**src/tasd_pkg.sv**
```systemverilog
// Shared types and constants for the three-axis step distributor.
`timescale 1ns / 1ps

package tasd_pkg;

  localparam int unsigned DELTA_BITS_DEF    = 16;
  localparam int unsigned POSITION_BITS_DEF = 32;
  localparam int unsigned OUT_POS_BITS      = 32;

  // Item kinds carried on func
  localparam logic [1:0] FUNC_LOAD = 2'd0;
  localparam logic [1:0] FUNC_TICK = 2'd1;
  localparam logic [1:0] FUNC_ZERO = 2'd2;

  // Controller to datapath commands
  typedef struct packed {
    logic       capture;
    logic       setup;
    logic       div_step;
    logic       commit;
    logic [1:0] func;
  } dcmd_t;

endpackage

```
**src/tasd_ctrl.sv**
```systemverilog
// Controller: sequences capture, divide and commit of each item.
`timescale 1ns / 1ps

module tasd_ctrl #(
  parameter int unsigned DivSteps = tasd_pkg::DELTA_BITS_DEF - 1
) (
  input  logic              clk_i,
  input  logic              rst_ni,
  input  logic              in_valid_i,
  output logic              in_ready_o,
  input  logic [1:0]        func_i,
  output logic              out_valid_o,
  input  logic              out_ready_i,
  output tasd_pkg::dcmd_t   cmd_o
);
  import tasd_pkg::*;

  localparam int unsigned CntW = $clog2(DivSteps);
  localparam logic [CntW-1:0] CntLast = CntW'(DivSteps - 1);

  localparam logic [1:0] S_IDLE  = 2'd0;
  localparam logic [1:0] S_SETUP = 2'd1;
  localparam logic [1:0] S_DIV   = 2'd2;
  localparam logic [1:0] S_FIN   = 2'd3;

  logic [1:0]      state_q, state_d;
  logic [1:0]      func_q, func_d;
  logic [CntW-1:0] cnt_q, cnt_d;
  logic            out_valid_q, out_valid_d;
  logic            in_fire;
  logic            out_free;

  assign in_ready_o  = (state_q == S_IDLE);
  assign in_fire     = in_valid_i && in_ready_o;
  assign out_free    = !out_valid_q || out_ready_i;
  assign out_valid_o = out_valid_q;

  always_comb begin
    state_d        = state_q;
    func_d         = func_q;
    cnt_d          = cnt_q;
    cmd_o.capture  = 1'b0;
    cmd_o.setup    = 1'b0;
    cmd_o.div_step = 1'b0;
    cmd_o.commit   = 1'b0;
    cmd_o.func     = func_q;
    case (state_q)
      S_IDLE: begin
        cmd_o.capture = in_fire;
        if (in_fire) begin
          func_d  = func_i;
          state_d = (func_i == FUNC_LOAD) ? S_SETUP : S_FIN;
        end
      end
      S_SETUP: begin
        cmd_o.setup = 1'b1;
        cnt_d       = '0;
        state_d     = S_DIV;
      end
      S_DIV: begin
        cmd_o.div_step = 1'b1;
        cnt_d          = cnt_q + 1'b1;
        if (cnt_q == CntLast) begin
          state_d = S_FIN;
        end
      end
      S_FIN: begin
        // hold until the output beat slot is free
        if (out_free) begin
          cmd_o.commit = 1'b1;
          state_d      = S_IDLE;
        end
      end
      default: begin
        state_d = S_IDLE;
      end
    endcase
  end

  always_comb begin
    out_valid_d = out_valid_q;
    if (cmd_o.commit) begin
      out_valid_d = 1'b1;
    end else if (out_valid_q && out_ready_i) begin
      out_valid_d = 1'b0;
    end
  end

  always_ff @(posedge clk_i or negedge rst_ni) begin
    if (!rst_ni) begin
      state_q     <= S_IDLE;
      func_q      <= FUNC_LOAD;
      cnt_q       <= '0;
      out_valid_q <= 1'b0;
    end else begin
      state_q     <= state_d;
      func_q      <= func_d;
      cnt_q       <= cnt_d;
      out_valid_q <= out_valid_d;
    end
  end

`ifndef NO_ASSERTIONS
  a_commit_free: assert property (@(posedge clk_i) disable iff (!rst_ni)
    cmd_o.commit |-> out_free)
    else $error("commit while output beat still pending");

  a_load_setup: assert property (@(posedge clk_i) disable iff (!rst_ni)
    (in_fire && func_i == FUNC_LOAD) |=> (state_q == S_SETUP))
    else $error("load did not enter setup");

  a_div_end: assert property (@(posedge clk_i) disable iff (!rst_ni)
    (state_q == S_DIV && cnt_q == CntLast) |=> (state_q == S_FIN))
    else $error("divide did not finish after its last step");
`endif

endmodule

```
**src/tasd_dpath.sv**
```systemverilog
// Datapath: magnitudes, major axis pick, two restoring dividers, tick pacing, positions.
`timescale 1ns / 1ps

module tasd_dpath #(
  parameter int unsigned DeltaBits    = tasd_pkg::DELTA_BITS_DEF,
  parameter int unsigned PositionBits = tasd_pkg::POSITION_BITS_DEF
) (
  input  logic                                  clk_i,
  input  logic                                  rst_ni,
  input  tasd_pkg::dcmd_t                       cmd_i,
  input  logic signed [DeltaBits-1:0]           delta_a_i,
  input  logic signed [DeltaBits-1:0]           delta_b_i,
  input  logic signed [DeltaBits-1:0]           delta_c_i,
  output logic [2:0]                            step_mask_o,
  output logic [2:0]                            dir_mask_o,
  output logic                                  last_step_o,
  output logic                                  busy_res_o,
  output logic signed [tasd_pkg::OUT_POS_BITS-1:0] pos_a_o,
  output logic signed [tasd_pkg::OUT_POS_BITS-1:0] pos_b_o,
  output logic signed [tasd_pkg::OUT_POS_BITS-1:0] pos_c_o
);
  import tasd_pkg::*;

  localparam int unsigned MagW = DeltaBits - 1;
  localparam int unsigned CntW = DeltaBits;

  localparam logic [1:0] AXIS_A = 2'd0;
  localparam logic [1:0] AXIS_B = 2'd1;
  localparam logic [1:0] AXIS_C = 2'd2;

  // captured segment deltas
  logic signed [DeltaBits-1:0] delta_q [3];

  // segment state
  logic [1:0]      maj_ax_q, mn1_ax_q, mn2_ax_q;
  logic [2:0]      dir_q;
  logic [MagW-1:0] major_q;
  logic [CntW-1:0] tick_q;
  logic [CntW-1:0] tgt_q [2];

  // divider lanes; quo holds the quotient after the last step
  logic [MagW-1:0] quo_q [2];
  logic [MagW:0]   rem_q [2];
  logic [MagW-1:0] dvs_q [2];

  logic signed [PositionBits-1:0] pos_q [3];

  // output beat
  logic [2:0]                   step_q, dir_out_q;
  logic                         last_q, busy_q;
  logic signed [OUT_POS_BITS-1:0] pos_out_q [3];

  // setup logic
  logic [MagW-1:0]      mag [3];
  logic [2:0]           neg;
  logic [DeltaBits-1:0] negv [3];
  logic [1:0]           maj_ax, mn1_ax, mn2_ax;

  always_comb begin
    for (int i = 0; i < 3; i++) begin
      neg[i]  = delta_q[i][DeltaBits-1];
      negv[i] = '0 - delta_q[i];
      if (neg[i]) begin
        // most negative value saturates
        mag[i] = negv[i][DeltaBits-1] ? {MagW{1'b1}} : negv[i][MagW-1:0];
      end else if (delta_q[i] == '0) begin
        mag[i] = MagW'(1);
      end else begin
        mag[i] = delta_q[i][MagW-1:0];
      end
    end
    if (mag[0] > mag[1]) begin
      maj_ax = (mag[0] > mag[2]) ? AXIS_A : AXIS_C;
    end else begin
      maj_ax = (mag[1] > mag[2]) ? AXIS_B : AXIS_C;
    end
    case (maj_ax)
      AXIS_A: begin
        mn1_ax = AXIS_C;
        mn2_ax = AXIS_B;
      end
      AXIS_B: begin
        mn1_ax = AXIS_A;
        mn2_ax = AXIS_C;
      end
      default: begin
        mn1_ax = AXIS_A;
        mn2_ax = AXIS_B;
      end
    endcase
  end

  // divider step
  logic [MagW:0]   rem_sh [2];
  logic [MagW:0]   rem_nx [2];
  logic [MagW-1:0] quo_nx [2];
  logic            q_bit  [2];

  always_comb begin
    for (int l = 0; l < 2; l++) begin
      rem_sh[l] = {rem_q[l][MagW-1:0], quo_q[l][MagW-1]};
      q_bit[l]  = (rem_sh[l] >= {1'b0, dvs_q[l]});
      rem_nx[l] = q_bit[l] ? (rem_sh[l] - {1'b0, dvs_q[l]}) : rem_sh[l];
      quo_nx[l] = {quo_q[l][MagW-2:0], q_bit[l]};
    end
  end

  // commit logic
  logic                           is_tick, is_load, is_zero;
  logic                           active, fire_maj;
  logic [1:0]                     fire_mn;
  logic [2:0]                     step_v;
  logic [CntW-1:0]                tick_d;
  logic [CntW-1:0]                tgt_d [2];
  logic                           busy_d, last_d;
  logic signed [PositionBits-1:0] pos_d [3];

  always_comb begin
    is_tick  = (cmd_i.func == FUNC_TICK);
    is_load  = (cmd_i.func == FUNC_LOAD);
    is_zero  = (cmd_i.func == FUNC_ZERO);
    active   = (tick_q <= {1'b0, major_q});
    fire_maj = is_tick && active;
    for (int l = 0; l < 2; l++) begin
      fire_mn[l] = fire_maj && (tick_q == tgt_q[l]);
      if (is_load) begin
        tgt_d[l] = {1'b0, quo_q[l]};
      end else if (fire_mn[l]) begin
        tgt_d[l] = tgt_q[l] + {1'b0, quo_q[l]};
      end else begin
        tgt_d[l] = tgt_q[l];
      end
    end
    step_v = '0;
    if (fire_maj)   step_v[maj_ax_q] = 1'b1;
    if (fire_mn[0]) step_v[mn1_ax_q] = 1'b1;
    if (fire_mn[1]) step_v[mn2_ax_q] = 1'b1;
    last_d = fire_maj && (tick_q == {1'b0, major_q});
    if (is_load) begin
      tick_d = CntW'(1);
    end else if (fire_maj) begin
      tick_d = tick_q + 1'b1;
    end else begin
      tick_d = tick_q;
    end
    busy_d = (tick_d <= {1'b0, major_q});
    for (int i = 0; i < 3; i++) begin
      if (is_zero) begin
        pos_d[i] = '0;
      end else if (step_v[i]) begin
        pos_d[i] = dir_q[i] ? (pos_q[i] - 1'b1) : (pos_q[i] + 1'b1);
      end else begin
        pos_d[i] = pos_q[i];
      end
    end
  end

  // capture and divider registers
  always_ff @(posedge clk_i) begin
    if (cmd_i.capture) begin
      delta_q[0] <= delta_a_i;
      delta_q[1] <= delta_b_i;
      delta_q[2] <= delta_c_i;
    end
    if (cmd_i.setup) begin
      quo_q[0] <= mag[maj_ax];
      quo_q[1] <= mag[maj_ax];
      rem_q[0] <= '0;
      rem_q[1] <= '0;
      dvs_q[0] <= mag[mn1_ax];
      dvs_q[1] <= mag[mn2_ax];
    end else if (cmd_i.div_step) begin
      for (int l = 0; l < 2; l++) begin
        quo_q[l] <= quo_nx[l];
        rem_q[l] <= rem_nx[l];
      end
    end
  end

  // segment state and positions
  always_ff @(posedge clk_i or negedge rst_ni) begin
    if (!rst_ni) begin
      maj_ax_q <= AXIS_A;
      mn1_ax_q <= AXIS_A;
      mn2_ax_q <= AXIS_A;
      dir_q    <= '0;
      major_q  <= '0;
      tick_q   <= CntW'(1);
      tgt_q[0] <= '0;
      tgt_q[1] <= '0;
      for (int i = 0; i < 3; i++) begin
        pos_q[i] <= '0;
      end
    end else if (cmd_i.setup) begin
      maj_ax_q <= maj_ax;
      mn1_ax_q <= mn1_ax;
      mn2_ax_q <= mn2_ax;
      dir_q    <= neg;
      major_q  <= mag[maj_ax];
      tick_q   <= CntW'(1);
    end else if (cmd_i.commit) begin
      tick_q   <= tick_d;
      tgt_q[0] <= tgt_d[0];
      tgt_q[1] <= tgt_d[1];
      for (int i = 0; i < 3; i++) begin
        pos_q[i] <= pos_d[i];
      end
    end
  end

  // output beat register
  always_ff @(posedge clk_i) begin
    if (cmd_i.commit) begin
      step_q    <= step_v;
      dir_out_q <= dir_q;
      last_q    <= last_d;
      busy_q    <= busy_d;
      for (int i = 0; i < 3; i++) begin
        pos_out_q[i] <= OUT_POS_BITS'(pos_d[i]);
      end
    end
  end

  assign step_mask_o = step_q;
  assign dir_mask_o  = dir_out_q;
  assign last_step_o = last_q;
  assign busy_res_o  = busy_q;
  assign pos_a_o     = pos_out_q[0];
  assign pos_b_o     = pos_out_q[1];
  assign pos_c_o     = pos_out_q[2];

`ifndef NO_ASSERTIONS
  a_tick_bound: assert property (@(posedge clk_i) disable iff (!rst_ni)
    tick_q <= ({1'b0, major_q} + 1'b1))
    else $error("tick counter ran past the major count");

  a_last_idle: assert property (@(posedge clk_i) disable iff (!rst_ni)
    cmd_i.commit |=> !(last_q && busy_q))
    else $error("last step reported while still busy");

  a_step_major: assert property (@(posedge clk_i) disable iff (!rst_ni)
    (cmd_i.commit && !fire_maj) |-> (step_v == 3'b000))
    else $error("minor axis stepped without a major step");
`endif

endmodule

```
**src/three_axis_step_distributor_core.sv**
```systemverilog
// Top level of the three-axis step distributor.
`timescale 1ns / 1ps

// Three-axis step distributor. A load beat (func 0) takes three signed step
// deltas, picks the axis with the most steps as major and divides its count
// by each minor count; a tick beat (func 1) then steps the major axis and any
// minor axis whose pacing point is reached, and a zero beat (func 2) clears
// all positions. Every input beat gives exactly one result beat with the step
// and direction masks, segment status and the three positions. Tick, zero and
// unused beats pass the finish state before the next accept. A load also
// passes setup and the divide steps first: the two restoring dividers
// produce one quotient bit per cycle. A result waiting on out_ready_i does not
// block acceptance of the next input beat, only its completion.
module three_axis_step_distributor_core #(
  parameter int unsigned DELTA_BITS    = tasd_pkg::DELTA_BITS_DEF,
  parameter int unsigned POSITION_BITS = tasd_pkg::POSITION_BITS_DEF
) (
  input  logic                                     clk_i,
  input  logic                                     rst_ni,
  input  logic                                     in_valid_i,
  output logic                                     in_ready_o,
  input  logic [1:0]                               func_i,
  input  logic signed [DELTA_BITS-1:0]             delta_a_i,
  input  logic signed [DELTA_BITS-1:0]             delta_b_i,
  input  logic signed [DELTA_BITS-1:0]             delta_c_i,
  output logic                                     out_valid_o,
  input  logic                                     out_ready_i,
  output logic [2:0]                               step_mask_o,
  output logic [2:0]                               dir_mask_o,
  output logic                                     last_step_o,
  output logic                                     busy_res_o,
  output logic signed [tasd_pkg::OUT_POS_BITS-1:0] pos_a_o,
  output logic signed [tasd_pkg::OUT_POS_BITS-1:0] pos_b_o,
  output logic signed [tasd_pkg::OUT_POS_BITS-1:0] pos_c_o
);
  import tasd_pkg::*;

  dcmd_t cmd;

  tasd_ctrl #(
    .DivSteps (DELTA_BITS - 1)
  ) u_ctrl (
    .clk_i       (clk_i),
    .rst_ni      (rst_ni),
    .in_valid_i  (in_valid_i),
    .in_ready_o  (in_ready_o),
    .func_i      (func_i),
    .out_valid_o (out_valid_o),
    .out_ready_i (out_ready_i),
    .cmd_o       (cmd)
  );

  tasd_dpath #(
    .DeltaBits    (DELTA_BITS),
    .PositionBits (POSITION_BITS)
  ) u_dpath (
    .clk_i       (clk_i),
    .rst_ni      (rst_ni),
    .cmd_i       (cmd),
    .delta_a_i   (delta_a_i),
    .delta_b_i   (delta_b_i),
    .delta_c_i   (delta_c_i),
    .step_mask_o (step_mask_o),
    .dir_mask_o  (dir_mask_o),
    .last_step_o (last_step_o),
    .busy_res_o  (busy_res_o),
    .pos_a_o     (pos_a_o),
    .pos_b_o     (pos_b_o),
    .pos_c_o     (pos_c_o)
  );

endmodule

```
**config.mk**
```make
export PLATFORM = sky130hd
export DESIGN_NAME = three_axis_step_distributor_core
export DESIGN_NICKNAME = d
export VERILOG_FILES = /design/src/tasd_pkg.sv /design/src/tasd_ctrl.sv /design/src/tasd_dpath.sv /design/src/three_axis_step_distributor_core.sv
export SDC_FILE = /design/constraint.sdc
export NUM_CORES = 1
export LEC_CHECK = 0
export BUFFER_PORTS_ARGS = -buffer_cell sky130_fd_sc_hd__buf_2
export CAP_MARGIN = 20
export CELL_PAD_IN_SITES_DETAIL_PLACEMENT = 1
export CELL_PAD_IN_SITES_GLOBAL_PLACEMENT = 2
export CORE_UTILIZATION = 37
export CTS_CLUSTER_DIAMETER = 50
export DETAILED_ROUTE_END_ITERATION = 8
export GPL_TIMING_DRIVEN = 0
export PLACE_DENSITY_LB_ADDON = 0.1
export SETUP_SLACK_MARGIN = 0.5
export SYNTH_ARGS = -nofsm -noshare
export SYNTH_HDL_FRONTEND = slang
export SYNTH_HIERARCHICAL = 1
export SYNTH_SLANG_ARGS = --single-unit
export TNS_END_PERCENT = 20
```
**constraint.sdc**
```tcl
create_clock -name clk_i -period 4.06 [get_ports clk_i]
set_clock_uncertainty 0.15 [all_clocks]
set_input_delay 1.218 -clock clk_i [delete_from_list [all_inputs] [get_ports clk_i]]
set_output_delay 1.218 -clock clk_i [all_outputs]
set_load 0.05 [all_outputs]
```
==> Yosys cells after proc, flatten, opt, wreduce, memory -nomap -nowiden <==
Memory sizes are Yosys's and may differ from the RTL's.
Cells that the tools add are included.
{ "totals": {"regBits": 185, "latch_bits": 0, "mem_bits_rw": 236, "mem_bits_ro": 0, "in_bits": 54, "output_inout_bits": 106, "word_cells": 183, "mem_count": 5} }
{ "memory_table": {"columns": ["memory", "words", "width", "rd", "rd_clocked_by_memory_dff", "write_ports", "line", "text"], "rows": [
  ["u_dpath.pos_out_q", 3, 32, 3, 0, 3, "tasd_dpath.sv:51", "logic signed [OUT_POS_BITS-1:0] pos_out_q [3];"],
  ["u_dpath.delta_q", 3, 16, 3, 0, 3, "tasd_dpath.sv:32", "logic signed [DeltaBits-1:0] delta_q [3];"],
  ["u_dpath.rem_q", 2, 16, 2, 0, 2, "tasd_dpath.sv:43", "logic [MagW:0] rem_q [2];"],
  ["u_dpath.dvs_q", 2, 15, 2, 0, 2, "tasd_dpath.sv:44", "logic [MagW-1:0] dvs_q [2];"],
  ["u_dpath.quo_q", 2, 15, 2, 0, 2, "tasd_dpath.sv:42", "logic [MagW-1:0] quo_q [2];"]
]} }
{ "classes": {"add_sub_neg": 15, "multipliers": 0, "div_mod_pow": 0, "n_lt_le_gt_ge": 16, "eq_ne": 13, "shifts": 0, "muxes": 77, "bitwise": 10, "reduce_logical": 28} }
{ "op_table": {"columns": ["operator", "n"], "rows": [
  ["2-to-1 mux 32 bit", 9],
  ["2-to-1 mux 15 bit", 17],
  ["2-to-1 mux 16 bit", 12],
  ["adder 32 x 1 -> 32 bit, second input constant", 3],
  ["subtractor 32 x 1 -> 32 bit, second input constant", 3],
  ["binary-select mux 15 bit (select 2 bit)", 3],
  ["logical NOT 16 bit", 3],
  ["subtractor 1 x 16 -> 16 bit, first input constant", 3],
  ["> comparator 15 bit", 3],
  ["adder 16 x 15 -> 16 bit", 2],
  ["equality test 16 bit", 2],
  [">= comparator 16 x 15 -> 1 bit", 2],
  ["<= comparator 16 x 15 -> 1 bit", 2],
  ["subtractor 16 x 15 -> 16 bit", 2],
  ["2-to-1 mux 1 bit", 19],
  ["2-to-1 mux 2 bit", 9],
  ["adder 16 x 1 -> 16 bit, second input constant", 1],
  ["equality test 16 x 15 -> 1 bit", 1],
  ["nonzero test 2 bit", 5],
  [">= comparator 3 bit, second input constant", 3],
  ["logical AND 1 bit", 9],
  ["less-than comparator 2 x 3 -> 1 bit, second input constant", 3],
  ["2-to-1 mux 3 bit", 3],
  ["inverter 2 -> 3 bit", 3],
  ["other kinds (18)", 37]
]} }

==> Depth between registers and ports, before layout <==
Gate-level depths: netlist (run 1).
{ "logic_depth": {"ltp_word": 12, "depth_mapped": 22, "depth_no_buf": 21} }

==> Modules after synthesis <==
The synthesis (run 1) kept the hierarchy.
{ "modules_own_cells": {"columns": ["module", "instances", "cells_each", "area_per_inst_um2", "seq_area_each_um2"], "rows": [
  ["tasd_dpath", 1, 2826, 27576.4, 11447.2],
  ["tasd_ctrl", 1, 50, 534.3, 225.2]
]} }

==> Least setup slack after synthesis (run 1) <==
Ideal clock, no wire load.
{ "synth_path": {"kind": "reg-to-reg", "from": "memory u_dpath/delta_q[0][33] (netlist name)", "to": "memory u_dpath/dvs_q[0][12] (netlist name), data pin", "setup_time_ns": 0.273, "arrival_time_ns": 3.932, "required_ns": 3.637, "slack_ns": -0.295, "stages_incl_launch_ff": 18, "n_path_buf": 3, "synth_period_minus_slack_ns": 4.355, "path_cell_list": "edfxtp_1 -> or3_1 -> nor3_4 -> nand2_2 -> nor4b_4 -> o21a_1 -> o22ai_1 -> ha_1 -> a21o_1 -> a21o_1 -> a21oi_1 -> o21ai_0 -> a31o_2 -> o211ai_2 -> buf_2 -> buf_2 -> buf_2 -> o21ai_0"} }
{ "synth_rtl": {"columns": ["element", "line"], "rows": [
  ["from (decl)", "tasd_dpath.sv:32"],
  ["to (decl)", "tasd_dpath.sv:44"]
]} }

==> summary.txt, run 1 <==
Rows - 100
crit path launch - u_dpath/delta_q[0][33]
Final Wtd Congestion - 0.8871
Detail Route Antenna Nets - 0
CP max FO - 7
Sequential Power Share - 24.1%
most common library cells after synthesis - nand2_1, edfxtp_1, ha_1
Synth area leader - edfxtp_1
Syn Area/Cell - 9.774 um^2
Max-slew headroom - 27.32%
failing checks - negative setup slack
DRT iter0 DRCs - 1149
DP HPWL - 67.72 mm
Lkg Pwr - 15.53 nW
Post-Synthesis Cell Area - 28110 um^2
endpoints failing setup - 81
fmax - 0.2130 GHz
Tcrit/Tclk final - 115.6%
Clk pwr share - 19.2%
drt drc - 0
Setup TNS - -40.42 ns
CP Launch Type - register
TritonCTS clock tree - built
min Tclk post-route - 4.694 ns
Cells after DPL - 4014
Total Power - 0.03312 W
port buffer count - 159
hold_buf cts - 0
Fin. Hold Viols - 0
Clock Latency Late Sink - 0.61 ns
Psw - 0.01518 W
die width - 277.6 um
largest cells by area after synthesis - edfxtp_1, dfrtp_1, ha_1
Routed WL per cell - 22.32 um
post-synthesis cell type count - 106
CP max stage cell - edfxtp_1
Bufs on Longest Clock Path - 3
Synth Net Count - 3173
initial antenna violation count - 2
Total GRT Usage - 24.43%
Cells after Synth - 2876
FF/Latch Area - 11690 um^2
ant diodes - 0
final net count - 3547
critical path arrival - 4.90 ns
Gate power share - 56.8%
largest net degree at the start of global routing - 99
most frequent cell after synthesis - nand2_1
status - complete, but fails checks
ys async rst share - 42.11%
Initial Util - 37.57%
H-tree Lvls - 3
layout cells sized above 1 - 25.47%
Cell Int Power - 0.01794 W
Vias/cell - 5.639
worst path buffer plus inverter count - 4
yosys warns - 6
Yosys reg bits - 418
critical path type - register to register
Clk pin slew, worst setup/hold paths - 0.05 ns
Pins Over Slew Limit - 0
area of the multi-input gates - 17260 um^2
vias in the first global route - 25310
RR Startpoint - u_dpath/delta_q[0][33]
fin cells - 4279
register area share after synthesis - 41.52%
Top Ports - 160
maximum single-stage delay on the critical path - 0.41 ns
Layout area overhead - 28.86%
via count - 24130
RSZ-0062 raised after global routing - true
CP required - 4.27 ns
clk sink count - 418
global-route wire length before repair - 147.9 mm
family with the most delay on the worst path - compound AO/OA/AOI/OAI gates
min-delay worst type - input pin to async pin
PD cells - 914.3 nW/um^2
share of the synthesized area in the top cell type - 25.85%
IR drop worst, VDD - 399.9 uV
worst setup margin - -0.6339 ns
switching fraction of total power - 45.84%
crit path capture type - register
die area - 77080 um^2
fill cell count - 8232
Post-synth EDFFs - 242
Num CTS Buffers - 72
max cap viols - 0
Remaining Overflow, GRT - 0
Layout Utilization - 48.41%
CP cell instances - or3_4, nor3_4, nand2_2, nor4b_4, buf_6, buf_12, nor2_4, a21oi_4, inv_4, ha_4, a21o_1, a21oi_2, o211ai_1, a21o_1, a221oi_4, a211o_4, buf_12, o22ai_4, and2_4, a211o_1
die height - 277.6 um
Pre-Repair DR Iteration Count - 5
ys flop type - edfxtp_1
core area - 74820 um^2
root buf cell - clkbuf_16
actual slew at the worst max-slew pin - 1.090 ns
routed wire length - 95.52 mm
## power by group through the flow
stage | registers [W] | clock network, W | logic (W)
6_report | 0.00797 | 0.00635 | 0.0188
2_1_floorplan | 0.00865 | 0 | 0.0108
3_5_place_dp | 0.00794 | 0 | 0.0163
3_3_place_gp | 0.00794 | 0 | 0.0157
5_1_grt | 0.00814 | 0.00668 | 0.0205
4_1_cts | 0.00794 | 0.00652 | 0.0178
## cells by family (layout without fill, tap and decap cells)
logic type,count (synthesis),after routing,synth area share [%]
buffers and inverters,269,703,3.917
adders and majority gates,243,243,11.00
AOI/OAI and AO/OA,876,876,20.80
muxes,110,110,3.957
xor gates and xnor gates,181,181,5.639
and+or+nand+nor,779,779,13.16
DFF,418,418,41.52
## cell usage in the layout, fill, tap and decap left out, drive strengths merged, types with 8 or more instances in the layout
master,n
o211ai,20
nor4,12
nor2b,27
o21bai,17
edfxtp,242
a22o,65
nand2b,29
xor2,61
nand3,41
nand2,267
clkbuf,155
or3,17
inv,165
buf,350
a211oi,23
a211o,29
clkinv,15
ha,236
o221ai,13
dfrtp,175
nor2,234
mux2i,101
o22ai,32
and3,13
o21a,50
bufinv,8
clkinvlp,10
a21boi,14
a21o,85
mux2,9
nor3,47
and2,16
a21oi,212
o21ai,202
nand4,44
a31oi,15
o31ai,28
xnor2,120
## worst reg2reg max path: cells and delay by family (launching register included)
kind            cells  cell delay, ns
fa+ha+maj           1            0.26
flops               1            0.41
compound gates      9            1.76
simple gates        6            1.33
buf+inv             4            0.55
## stage by stage
step / worst slack, ns / instance area (um^2) / hold slack (ns)
final: -0.6339 / 36220 / 0.2892
after detailed placement: -1.412 / 30470 / 0.3526
after global placement: -1.884 / 30260 / 0.3308
after global routing: -0.7650 / 36220 / 0.2789
after CTS: -0.5111 / 35010 / 0.2548
after floorplan: -0.1090 / 28260 / 0.3157
## timing repair
| item | in CTS | in global routing |
|---|---|---|
| setup endpoints to repair | 287 | 236 |
| pin swaps | 73 | 131 |
| cloned | 5 | 0 |
| setup buffers | 74 | 52 |
| resized for setup | 306 | 179 |
## cell type report
type / count / share of cell area (%)
clock inverter: 53 / 1.734
multi-input combinational: 2189 / 47.66
buffer: 124 / 2.062
clock buffer: 81 / 5.181
inverter: 145 / 1.558
tap: 969 / 3.347
sequential: 418 / 32.26
timing repair buffer: 300 / 6.193
## registers in the layout, indices dropped and copies added, names as in the netlist
register / count
u_ctrl/out_valid_o: 1
u_ctrl/cnt_q: 4
u_dpath/last_step_o: 1
u_dpath/pos_out_q: 96
u_dpath/quo_q: 30
u_dpath/rem_q: 30
u_ctrl/func_q: 2
u_dpath/maj_ax_q: 2
u_dpath/busy_res_o: 1
u_dpath/tick_q: 16
u_dpath/dir_mask_o: 3
u_dpath/mn2_ax_q: 2
u_dpath/major_q: 15
u_dpath/step_mask_o: 3
u_dpath/tgt_q: 32
u_dpath/dvs_q: 30
u_dpath/delta_q: 48
u_dpath/mn1_ax_q: 1
u_dpath/pos_q: 96
u_dpath/dir_q: 3
u_ctrl/state_q: 2
## routing by layer
layer | vias up | part of all wire [%] | track usage (%)
li1 | 11400 | - | -
met1 | 12190 | 45 | 31.48
met2 | 414 | 49 | 42.49
met3 | 135 | 3.3 | 2.838
met4 | 0 | 2.8 | 7.862
met5 | - | 0 | 0
## final timing paths
check,to,slack [ns],cells past startpoint
max in group asynchronous,u_dpath/tgt_q[5],2.37,3
min in group clk_i,u_dpath/pos_q[38],0.36,2
max reg2reg,u_dpath/quo_q[0][8],-0.63,20
min,u_dpath/pos_q[83],0.29,1
min reg2reg,u_dpath/pos_q[38],0.36,2
max,u_dpath/quo_q[0][8],-0.63,20
(Power assumes the default switching activity.)
==> inputs of run 2 (changes only) <==
--- a/config.mk
+++ b/config.mk
@@ -10,6 +10,7 @@
 export CELL_PAD_IN_SITES_DETAIL_PLACEMENT = 1
 export CELL_PAD_IN_SITES_GLOBAL_PLACEMENT = 2
 export CORE_UTILIZATION = 37
+export CTS_BUF_LIST = sky130_fd_sc_hd__clkbuf_4
 export CTS_CLUSTER_DIAMETER = 50
 export DETAILED_ROUTE_END_ITERATION = 8
 export GPL_TIMING_DRIVEN = 0
==> run 2 against run 1 <==
Largest power group unchanged. Die area stayed put. Highest routed layer is now met5. Power decreased by 7.0%. Count of clock-buffer cells in the layout grew 116. Fmax increased by 1.0%. The flow still finishes with violations (negative setup slack). Final cell count increased by 1.9%. Cell area fell by 3.4%. Sequential power hardly changed.
==> summary.txt, run 2 (synthesis gave the netlist of run 1 again) <==
status - complete, but fails checks
failing checks - negative setup slack
Fin. Hold Viols - 0 (unchanged)
area of the multi-input gates - 17070 um^2 (-1.1%)
fmax - 0.2152 GHz (+1.0%)
Lkg Pwr - 15.20 nW (-2.1%)
critical path arrival - 5.19 ns (+0.29 ns)
min-delay worst type - input pin to register
root buf cell - clkbuf_4
R2R cell count - 19 (-5.0%)
CP endpoint - u_dpath/quo_q[0][8]
Layout Utilization - 46.78% (-1.6 points)
critical path type - register to register
TritonCTS clock tree - built
routed wire length - 95.13 mm (-0.41%)
Vias/cell - 5.591 (-0.86%)
RR Startpoint - u_dpath/delta_q[0][33]
global-route wire length before repair - 148.0 mm (about the same)
CP Launch Type - register
RSZ-0062 raised after global routing - true
Routed WL per cell - 21.81 um (-2.3%)
Pre-Repair DR Iteration Count - 6 (+1)
drt drc - 0 (unchanged)
biggest regs - u_dpath/pos_out_q x96, u_dpath/pos_q x96, u_dpath/delta_q x48
Clk pin slew, worst setup/hold paths - 0.07 ns (+0.02 ns)
FF/Latch Area - 11690 um^2 (unchanged)
CP max FO - 6 (-1)
Detail Route Antenna Nets - 0 (unchanged)
IR drop worst, VDD - 401.9 uV (+0.51%)
Layout area overhead - 24.50%
via count - 24380 (+1.0%)
port buffer count - 159 (unchanged)
max cap viols - 0 (unchanged)
worst setup margin - -0.5863 ns (+0.04767 ns)
Remaining Overflow, GRT - 0 (unchanged)
RR Endpoint - u_dpath/quo_q[0][8]
endpoints failing setup - 78 (-3.7%)
die height - 277.6 um (unchanged)
die width - 277.6 um (unchanged)
Clock Latency Late Sink - 1.00 ns (+0.39 ns)
CP required - 4.60 ns (+0.33 ns)
crit path launch - u_dpath/delta_q[0][33]
largest net degree at the start of global routing - 99 (unchanged)
DRT iter0 DRCs - 1204 (+4.8%)
Tcrit/Tclk final - 114.4% (-1.2 points)
fill cell count - 8433 (+2.4%)
PD cells - 880.5 nW/um^2 (-3.7%)
Bufs on Longest Clock Path - 3 (unchanged)
Final Wtd Congestion - 0.8871 (unchanged)
clk sink count - 418 (unchanged)
actual slew at the worst max-slew pin - 1.091 ns (+0.001166 ns)
Rows - 100 (unchanged)
Max-slew headroom - 27.24% (-0.078 points)
crit path capture type - register
r2r setup slk - -0.59 ns (+0.05 ns)
H-tree Lvls - 4 (+1)
Initial Util - 37.57% (unchanged)
vias in the first global route - 25810 (+2.0%)
Top Ports - 160 (unchanged)
layout cells sized above 1 - 25.72% (+0.25 points)
commonest non-fill, non-tap cell in the layout - nand2_1
core area - 74820 um^2 (unchanged)
final net count - 3584 (+1.0%)
commonest non-fill, non-tap cells in the layout - nand2_1, edfxtp_1, nor2_1
Num CTS Buffers - 131 (+82%)
Total GRT Usage - 24.48% (+0.053 points)
min Tclk post-route - 4.646 ns (-0.04767 ns)
DP HPWL - 67.72 mm (unchanged)
die area - 77080 um^2 (unchanged)
Setup TNS - -36.60 ns (+3.824 ns)
Pins Over Slew Limit - 0 (unchanged)
initial antenna violation count - 4 (+2)
==> run 2: routing by layer <==
metal  vias up  global-route usage, %  routed length, um
met1     12220                  30.86              42180
met4         2                  9.321               3026
met3       179                  4.110               3373
li1      11530                      -                  -
met5         -                      0                 13
met2       454                  41.78              46530
==> run 2: repair_timing <==
item                                   CTS  global route
gates resized for setup                263           197
endpoints found under the hold margin   18             0
setup buffers                           79            25
hold buffers                             1             0
cloned                                   4             0
setup endpoints to repair              283           261
pin swaps                               59           107
==> run 2: cell type report <==
type                       instances  share of cell area (%)
buffer                           124                   2.145
sequential                       418                   33.39
tap                              969                   3.464
inverter                         145                   1.598
multi-input combinational       2189                   48.78
timing repair buffer             278                   5.720
clock inverter                    36                  0.6364
clock buffer                     197                   4.226
antenna                            5                 0.03575
==> run 2: stage by stage <==
step	total power, W	hold WS [ns]	worst slack [ns]	instances	instance area, um^2
floorplan	0.01949	0.3157	-0.1090	2876	28260
global placement	0.02361	0.3308	-1.884	4004	30260
detailed placement	0.02427	0.3526	-1.412	4014	30470
CTS	0.03016	0.1377	-0.5144	4331	34000
global route	0.03303	0.1682	-0.7266	4361	35000
finish	0.03081	0.2545	-0.5863	4361	35000
==> run 2: how the worst min path moves through the flow <==
stage                                   endpoint  slack [ns]               from  depth (start not counted)
after global placement         u_dpath/pos_q[61]        0.33  u_dpath/pos_q[61]                          2
after floorplan                u_dpath/pos_q[61]        0.32  u_dpath/pos_q[61]                          2
final                     u_dpath/delta_q[0][14]        0.25      delta_a_i[14]                          1
after detailed placement       u_dpath/pos_q[61]        0.35  u_dpath/pos_q[61]                          2
after global routing      u_dpath/delta_q[0][19]        0.17       delta_b_i[3]                          1
after CTS                 u_dpath/delta_q[0][19]        0.14       delta_b_i[3]                          1
==> run 2: worst max-delay path: stages (launching register included) <==
cell and delay [ns]:
edfxtp_1 0.43, or3_4 0.41, nor3_4 0.25, nand2_2 0.13, nor4b_4 0.23, buf_6 0.16, o21a_1 0.16, o22ai_4 0.15
ha_1 0.36, a21oi_2 0.16, nor2b_1 0.06, o21ai_1 0.12, o211ai_1 0.10, a21o_1 0.22, a221oi_4 0.34, a211o_4 0.23
buf_12 0.15, o22ai_4 0.10, and2_4 0.22, a211o_1 0.22
==> run 2: power breakdown <==
group	total, W	internal (W)	leakage, nW	switching [W]
registers	0.00795	0.00659	4.61	0.00136
clock network	0.00442	0.00240	1.02	0.00202
logic	0.0184	0.00719	9.57	0.0113
total	0.0308	0.0162	15.2	0.0146
